**src/ows_pkg.sv**
```systemverilog
`timescale 1ns / 1ps
`default_nettype none

package ows_pkg;

    localparam int unsigned ROM_W      = 64;
    localparam int unsigned ROM_BYTE_W = 8;
    localparam int unsigned BITNUM_W   = 7;
    localparam int unsigned POS_W      = 6;
    localparam logic [BITNUM_W-1:0] BIT_FIRST = 7'd1;
    localparam logic [BITNUM_W-1:0] BIT_END   = 7'd65;

    typedef enum logic [1:0] {
        CMD_START_FIRST = 2'd0,
        CMD_START_NEXT  = 2'd1,
        CMD_PRESENCE    = 2'd2,
        CMD_BIT_PAIR    = 2'd3
    } t_cmd;

    typedef enum logic [1:0] {
        ACT_NONE   = 2'd0,
        ACT_RESET  = 2'd1,
        ACT_SEARCH = 2'd2,
        ACT_WRITE  = 2'd3
    } t_action;

    typedef struct packed {
        t_cmd cmd;
        logic presence;
        logic id_bit;
        logic id_comp;
    } t_item;

    typedef struct packed {
        t_action           bus_action;
        logic              write_value;
        logic              done_res;
        logic              found;
        logic [ROM_W-1:0]  rom_code;
    } t_result;

endpackage

`default_nettype wire

```
**src/ows_in_if.sv**
```systemverilog
`timescale 1ns / 1ps
`default_nettype none

interface ows_in_if;
    logic       valid;
    logic       ready;
    logic [1:0] cmd;
    logic       presence;
    logic       id_bit;
    logic       id_comp;

    modport source (output valid, cmd, presence, id_bit, id_comp, input ready);
    modport sink   (input valid, cmd, presence, id_bit, id_comp, output ready);
endinterface

`default_nettype wire

```
**src/ows_out_if.sv**
```systemverilog
`timescale 1ns / 1ps
`default_nettype none

interface ows_out_if;
    logic        valid;
    logic        ready;
    logic [1:0]  bus_action;
    logic        write_value;
    logic        done_res;
    logic        found;
    logic [63:0] rom_code;

    modport source (output valid, bus_action, write_value, done_res, found, rom_code,
                    input ready);
    modport sink   (input valid, bus_action, write_value, done_res, found, rom_code,
                    output ready);
endinterface

`default_nettype wire

```
**src/ows_core.sv**
```systemverilog
`timescale 1ns / 1ps
`default_nettype none

module ows_core (
    input  logic            i_clk,
    input  logic            i_rst_n,
    input  logic            i_advance,
    input  ows_pkg::t_item  i_item,
    output ows_pkg::t_result o_result
);
    import ows_pkg::*;

    typedef enum logic [1:0] {
        PH_IDLE     = 2'd0,
        PH_PRESENCE = 2'd1,
        PH_BITS     = 2'd2
    } t_phase;

    logic [ROM_W-1:0]    r_rom_bits,  n_rom_bits;
    logic [BITNUM_W-1:0] r_last_disc, n_last_disc;
    logic                r_last_dev,  n_last_dev;
    logic [BITNUM_W-1:0] r_zero_fork, n_zero_fork;
    logic [BITNUM_W-1:0] r_bit_num,   n_bit_num;
    t_phase              r_phase,     n_phase;

    logic [POS_W-1:0]    w_pos;
    logic [BITNUM_W-1:0] w_bit_inc;
    logic                w_dir;
    t_result             w_res;

    assign w_pos     = r_bit_num[POS_W-1:0] - POS_W'(1);
    assign w_bit_inc = r_bit_num + BITNUM_W'(1);

    always_comb begin
        n_rom_bits  = r_rom_bits;
        n_last_disc = r_last_disc;
        n_last_dev  = r_last_dev;
        n_zero_fork = r_zero_fork;
        n_bit_num   = r_bit_num;
        n_phase     = r_phase;
        w_dir       = 1'b0;
        w_res.bus_action  = ACT_NONE;
        w_res.write_value = 1'b0;
        w_res.done_res    = 1'b0;
        w_res.found       = 1'b0;

        unique case (i_item.cmd)
            CMD_START_FIRST, CMD_START_NEXT: begin
                n_bit_num   = BIT_FIRST;
                n_zero_fork = '0;
                if (i_item.cmd == CMD_START_FIRST) begin
                    n_last_disc = '0;
                    n_last_dev  = 1'b0;
                end
                if (n_last_dev) begin
                    // all devices walked: report no device and rearm
                    n_last_disc    = '0;
                    n_last_dev     = 1'b0;
                    n_phase        = PH_IDLE;
                    w_res.done_res = 1'b1;
                end else begin
                    n_phase          = PH_PRESENCE;
                    w_res.bus_action = ACT_RESET;
                end
            end
            CMD_PRESENCE: begin
                if (r_phase == PH_PRESENCE) begin
                    if (!i_item.presence) begin
                        n_last_disc    = '0;
                        n_last_dev     = 1'b0;
                        n_phase        = PH_IDLE;
                        w_res.done_res = 1'b1;
                    end else begin
                        n_phase          = PH_BITS;
                        w_res.bus_action = ACT_SEARCH;
                    end
                end
            end
            CMD_BIT_PAIR: begin
                if (r_phase == PH_BITS && r_bit_num != '0 && r_bit_num < BIT_END) begin
                    if (i_item.id_bit && i_item.id_comp) begin
                        n_last_disc    = '0;
                        n_last_dev     = 1'b0;
                        n_phase        = PH_IDLE;
                        w_res.done_res = 1'b1;
                    end else begin
                        if (i_item.id_bit != i_item.id_comp) begin
                            w_dir = i_item.id_bit;
                        end else begin
                            // discrepancy: follow the earlier path, flip at the last one
                            if (r_bit_num < r_last_disc) begin
                                w_dir = r_rom_bits[w_pos];
                            end else begin
                                w_dir = (r_bit_num == r_last_disc);
                            end
                            if (!w_dir) begin
                                n_zero_fork = r_bit_num;
                            end
                        end
                        n_rom_bits[w_pos] = w_dir;
                        n_bit_num         = w_bit_inc;
                        w_res.bus_action  = ACT_WRITE;
                        w_res.write_value = w_dir;
                        if (w_bit_inc == BIT_END) begin
                            n_last_disc    = n_zero_fork;
                            n_last_dev     = r_last_dev | (n_zero_fork == '0);
                            n_phase        = PH_IDLE;
                            w_res.done_res = 1'b1;
                            w_res.found    = 1'b1;
                            if (n_rom_bits[ROM_BYTE_W-1:0] == '0) begin
                                n_last_disc = '0;
                                n_last_dev  = 1'b0;
                                w_res.found = 1'b0;
                            end
                        end
                    end
                end
            end
            default: begin
            end
        endcase

        w_res.rom_code = n_rom_bits;
    end

    assign o_result = w_res;

    always_ff @(posedge i_clk) begin
        if (!i_rst_n) begin
            r_rom_bits  <= '0;
            r_last_disc <= '0;
            r_last_dev  <= 1'b0;
            r_zero_fork <= '0;
            r_bit_num   <= BIT_FIRST;
            r_phase     <= PH_IDLE;
        end else if (i_advance) begin
            r_rom_bits  <= n_rom_bits;
            r_last_disc <= n_last_disc;
            r_last_dev  <= n_last_dev;
            r_zero_fork <= n_zero_fork;
            r_bit_num   <= n_bit_num;
            r_phase     <= n_phase;
        end
    end

endmodule

`default_nettype wire

```
**src/one_wire_rom_search.sv**
```systemverilog
`timescale 1ns / 1ps
`default_nettype none

// Channel  Dir  Port   Fields
// -------  ---  -----  ------------------------------------------------------
// command  in   i_in   cmd, presence, id_bit, id_comp
// result   out  o_out  bus_action, write_value, done_res, found, rom_code
//
// One word in, one word out; an accepted word is held in the input register,
// and its result is held in the result register that drives o_out.
// Throughput is one word per cycle while o_out.ready does not stall: the input
// register, the decision logic and the result register form a two-stage pipe.
// Synchronous active-low reset clears the search state and both valid flags.
// A stalled result holds the pipe; the input register still takes one word.
module one_wire_rom_search (
    input  logic      i_clk,
    input  logic      i_rst_n,
    ows_in_if.sink    i_in,
    ows_out_if.source o_out
);
    import ows_pkg::*;

    logic    r_in_valid;
    t_item   r_in_item;
    logic    r_out_valid;
    t_result r_out_res;
    logic    w_advance;
    t_result w_result;

    assign w_advance = r_in_valid && (!r_out_valid || o_out.ready);
    assign i_in.ready = !r_in_valid || w_advance;

    ows_core u_core (
        .i_clk     (i_clk),
        .i_rst_n   (i_rst_n),
        .i_advance (w_advance),
        .i_item    (r_in_item),
        .o_result  (w_result)
    );

    always_ff @(posedge i_clk) begin
        if (!i_rst_n) begin
            r_in_valid  <= 1'b0;
            r_out_valid <= 1'b0;
        end else begin
            if (i_in.ready) begin
                r_in_valid <= i_in.valid;
            end
            if (w_advance) begin
                r_out_valid <= 1'b1;
            end else if (o_out.ready) begin
                r_out_valid <= 1'b0;
            end
        end
    end

    always_ff @(posedge i_clk) begin
        if (i_in.ready && i_in.valid) begin
            r_in_item.cmd      <= t_cmd'(i_in.cmd);
            r_in_item.presence <= i_in.presence;
            r_in_item.id_bit   <= i_in.id_bit;
            r_in_item.id_comp  <= i_in.id_comp;
        end
        if (w_advance) begin
            r_out_res <= w_result;
        end
    end

    assign o_out.valid       = r_out_valid;
    assign o_out.bus_action  = r_out_res.bus_action;
    assign o_out.write_value = r_out_res.write_value;
    assign o_out.done_res    = r_out_res.done_res;
    assign o_out.found       = r_out_res.found;
    assign o_out.rom_code    = r_out_res.rom_code;

endmodule

`default_nettype wire

```
**src/flat_wrapper.sv**
```systemverilog
// flat-port wrapper written by rule: the top's interface ports become plain ports
module one_wire_rom_search_flat import ows_pkg::*;
  (i_clk, i_rst_n, i_in_valid, i_in_cmd, i_in_presence, i_in_id_bit, i_in_id_comp, i_in_ready, o_out_valid, o_out_bus_action, o_out_write_value, o_out_done_res, o_out_found, o_out_rom_code, o_out_ready);
  ows_in_if i_in_i ();
  ows_out_if o_out_i ();
  input  logic i_clk;
  input  logic i_rst_n;
  input wire logic [$bits(i_in_i.valid)-1:0] i_in_valid;
  input wire logic [$bits(i_in_i.cmd)-1:0] i_in_cmd;
  input wire logic [$bits(i_in_i.presence)-1:0] i_in_presence;
  input wire logic [$bits(i_in_i.id_bit)-1:0] i_in_id_bit;
  input wire logic [$bits(i_in_i.id_comp)-1:0] i_in_id_comp;
  output wire logic [$bits(i_in_i.ready)-1:0] i_in_ready;
  output wire logic [$bits(o_out_i.valid)-1:0] o_out_valid;
  output wire logic [$bits(o_out_i.bus_action)-1:0] o_out_bus_action;
  output wire logic [$bits(o_out_i.write_value)-1:0] o_out_write_value;
  output wire logic [$bits(o_out_i.done_res)-1:0] o_out_done_res;
  output wire logic [$bits(o_out_i.found)-1:0] o_out_found;
  output wire logic [$bits(o_out_i.rom_code)-1:0] o_out_rom_code;
  input wire logic [$bits(o_out_i.ready)-1:0] o_out_ready;
  assign i_in_i.valid = i_in_valid;
  assign i_in_i.cmd = i_in_cmd;
  assign i_in_i.presence = i_in_presence;
  assign i_in_i.id_bit = i_in_id_bit;
  assign i_in_i.id_comp = i_in_id_comp;
  assign i_in_ready = i_in_i.ready;
  assign o_out_valid = o_out_i.valid;
  assign o_out_bus_action = o_out_i.bus_action;
  assign o_out_write_value = o_out_i.write_value;
  assign o_out_done_res = o_out_i.done_res;
  assign o_out_found = o_out_i.found;
  assign o_out_rom_code = o_out_i.rom_code;
  assign o_out_i.ready = o_out_ready;
  one_wire_rom_search u_core (.i_clk(i_clk), .i_rst_n(i_rst_n), .i_in(i_in_i), .o_out(o_out_i));
endmodule
```
**config.mk**
```make
export PLATFORM = sky130hd
export DESIGN_NAME = one_wire_rom_search_flat
export DESIGN_NICKNAME = d
export VERILOG_FILES = /design/src/ows_pkg.sv /design/src/ows_in_if.sv /design/src/ows_out_if.sv /design/src/ows_core.sv /design/src/one_wire_rom_search.sv /design/src/flat_wrapper.sv
export SDC_FILE = /design/constraint.sdc
export NUM_CORES = 1
export LEC_CHECK = 0
export BUFFER_PORTS_ARGS = -buffer_cell sky130_fd_sc_hd__buf_2
export CAP_MARGIN = 20
export CORE_MARGIN = 4
export CORE_UTILIZATION = 50
export CTS_CLUSTER_SIZE = 16
export DETAILED_ROUTE_END_ITERATION = 8
export PLACE_DENSITY = 0.69
export RECOVER_POWER = 100
export SYNTH_ARGS = -nofsm -noshare
export SYNTH_HDL_FRONTEND = slang
export SYNTH_SLANG_ARGS = --single-unit
export TNS_END_PERCENT = 50
```
**constraint.sdc**
```tcl
create_clock -name i_clk -period 6.65 [get_ports i_clk]
set_input_delay 0.665 -clock i_clk [delete_from_list [all_inputs] [get_ports i_clk]]
set_output_delay 0.665 -clock i_clk [all_outputs]
set_load 0.1 [all_outputs]
```
==> metrics.csv <==
metric,value,unit
outcome,finished with violations,
violations,"capacitance limit, slew limit",
p_per_area,233.3,mW/mm²
hp-class,in -> reg,
required,6.96,ns
coreArea,0.01676,mm²
instances_no_fill,1167,
hold_path_depth,1,
start_kind,register,
path_class,reg -> reg,
grt_pass1_wl,35800,µm
period_minus_slack,4.866,ns
layout-drive-gt1-share,15.63,%
synth-main-ff-cell,dfxtp_1,
drv_cap,2,
gr-total-overflow,0,
h-tree-depth,4,
synth-warning-count,0,
relSlewSlack,-135.8,%
diodes,0,
synthXorXnorAreaFrac,0.7226,%
synth-simple-area-share,18.43,%
post_cts_buffers,0,
clock_power_share,42.8,%
die_x,139.6,µm
critical_path_arrival,5.18,ns
maxSlewViolCount,123,
synth_top_family_by_area,simple AND/OR/NAND/NOR gates,
cts.repair.resized,0,
skew,0.01123,ns
num_rows,47,
place_area,0.009089,mm²
combPwrFrac,8.9,%
synth_compound_area_share,14.34,%
postLayoutCellArea,0.009559,mm²
synth_fp_nets,909,
fill_cells,1508,
port_buffers,79,
synth_area_leaders,"edfxtp_1 (26%), dfxtp_1 (21%), mux2_2 (9.6%)",
design_power_total,2.230,mW
synthesis.area,0.008657,mm²
grt_pass1_vias,6579,
synth_edf_count,74,
dp_hpwl,14640,µm
wire_per_inst,19.41,µm
vias_per_cell,6.071,
finalHoldViolations,0,
synth-async-reset-ratio,0,%
worst_setup_path_end_kind,register,
drt-total-wl,22650,µm
synth_largest_area_cell,edfxtp_1,
drt-initial-drc-count,839,
ant_nets,0,
tns,0,ns
vias,7085,
fin_nets,953,
drc,0,
clk_path_buf_depth,2,
area_growth_syn_to_layout,10.42,%
p_switching,574.4,µW
rr_worst_depth,11,
die_h,139.6,µm
sw_frac_of_total,25.75,%
fmax,205.5,MHz
cp_max_fo,49,
cts_made_buffers,17,
p_int,1.656,mW
path_clk_slew,0.06,ns
worst_pin_slew,3.538,ns
final_core_util,57.04,%
synth-seq-cells,164,
dr.pass1.iters,6,
grt_start_max_net_pins,76,
layout_commonest_cell,nor2_1,
yosysTopAreaCellShare,25.67,%
holdBufCountCts,0,
start_util,51.65,%
dieArea,0.01948,mm²
yosys.area_share.adder,1.445,%
finalCritPeriodShare,73.17,%
ir_drop,0.1747,mV
num_io_pins,80,
groute.usage.overall,22.82,%
root_buffer,clkbuf_16,
routabilityCongestion,0.8878,
grt_setup_unrepaired,no,
antenna_found_initial,0,
setup_violations,0,
place_inst,1135,
p_leak,3.266,nW
cts_tree,built,
synth_seq_area_share,46.48,%
synth.distinct_cells,80,
cts_sinks,164,
syn_area_per_cell,9.727,µm²
final_cell_mix,"nor2_1 (129), dfxtp_1 (90), clkbuf_1 (80)",
syn_inst,890,
insertion_delay,0.43,ns
synthMuxAreaShare,14.21,%
pwr-share-seq,48.3,%
## kinds of logic after synthesis
logic type	count (synthesis)
compound gates	201
buf+inv	79
simple gates	325
flops	164
fa+ha+maj	10
xor+xnor	5
mux	106
## power by group through the flow
stage	clock, mW	combinational (mW)	sequential, mW
2_1_floorplan	0	0.0613	1.21
3_3_place_gp	0	0.204	1.10
3_5_place_dp	0	0.204	1.10
4_1_cts	0.963	0.204	1.08
5_1_grt	1.01	0.208	1.08
6_report	0.955	0.200	1.08
## worst paths after layout
check                                             startpoint                      endpoint  slack (ns)
worst max register to register    u_core.u_core.r_bit_num[1]  u_core.u_core.r_rom_bits[26]        1.78
worst max-delay path              u_core.u_core.r_bit_num[1]  u_core.u_core.r_rom_bits[26]        1.78
worst min-delay path                             i_in_cmd[1]           u_core.r_in_item[4]        0.41
worst min register to register  u_core.u_core.r_last_disc[1]  u_core.u_core.r_last_disc[1]        0.45
## registers in the layout (all words and copies together) (netlist names), 2 cells and up
name and flops:
u_core.u_core.r_rom_bits 64, u_core.u_core.r_phase 2, u_core.o_out.rom_code 64, u_core.o_out.bus_action 2, u_core.u_core.r_bit_num 7, u_core.u_core.r_last_disc 7, u_core.r_in_item 5, u_core.u_core.r_zero_fork 7
## worst max-delay path: stages (launching register included)
cell and delay [ns]:
dfxtp_1 0.63, inv_1 0.09, ha_1 0.43, xor2_4 0.92
nand2_1 0.12, and3_1 0.24, o41ai_1 0.39, and4b_1 0.29
a21oi_4 0.75, buf_4 0.54, nand3_1 0.14, a21oi_1 0.16
## per-layer routing
metal,up-vias,wire length [µm],part of all wire (%),global-route usage (%)
met4,0,500,2.2,7.904
li1,3328,-,-,-
met3,48,1684,7.4,4.082
met5,-,0,0,0
met1,3369,9842,43,31.11
met2,340,10620,47,36.87
## synth_stat cells, types with 7 or more instances
master,n
nor3_1,14
ha_1,10
nand2b_1,11
o21ai_0,73
clkbuf_1,24
inv_1,13
nor4_1,7
dfxtp_1,90
a32o_1,7
nand2_1,57
mux2i_1,25
nor2_1,129
a21oi_1,67
mux2_2,74
edfxtp_1,74
buf_2,30
nand3_1,52
## through the flow
| step | setup slack [ns] | hold WS [ns] |
|---|---|---|
| 2_1_floorplan | 1.857 | 0.4250 |
| 3_3_place_gp | 1.928 | 0.4339 |
| 3_5_place_dp | 1.961 | 0.4426 |
| 4_1_cts | 1.941 | 0.4030 |
| 5_1_grt | 1.477 | 0.4047 |
| 6_report | 1.784 | 0.4135 |
## area by class of cell
class	count	area, µm²	area share [%]
Clock buffer	25	465.4	4.869
Clock inverter	7	98.84	1.034
Inverter	14	52.55	0.5497
Multi-Input combinational cell	647	4262	44.58
Sequential cell	164	4024	42.09
Tap cell	220	275.3	2.880
Timing Repair Buffer	90	381.6	3.992
Note: power is estimated with default switching activity, not from simulation.
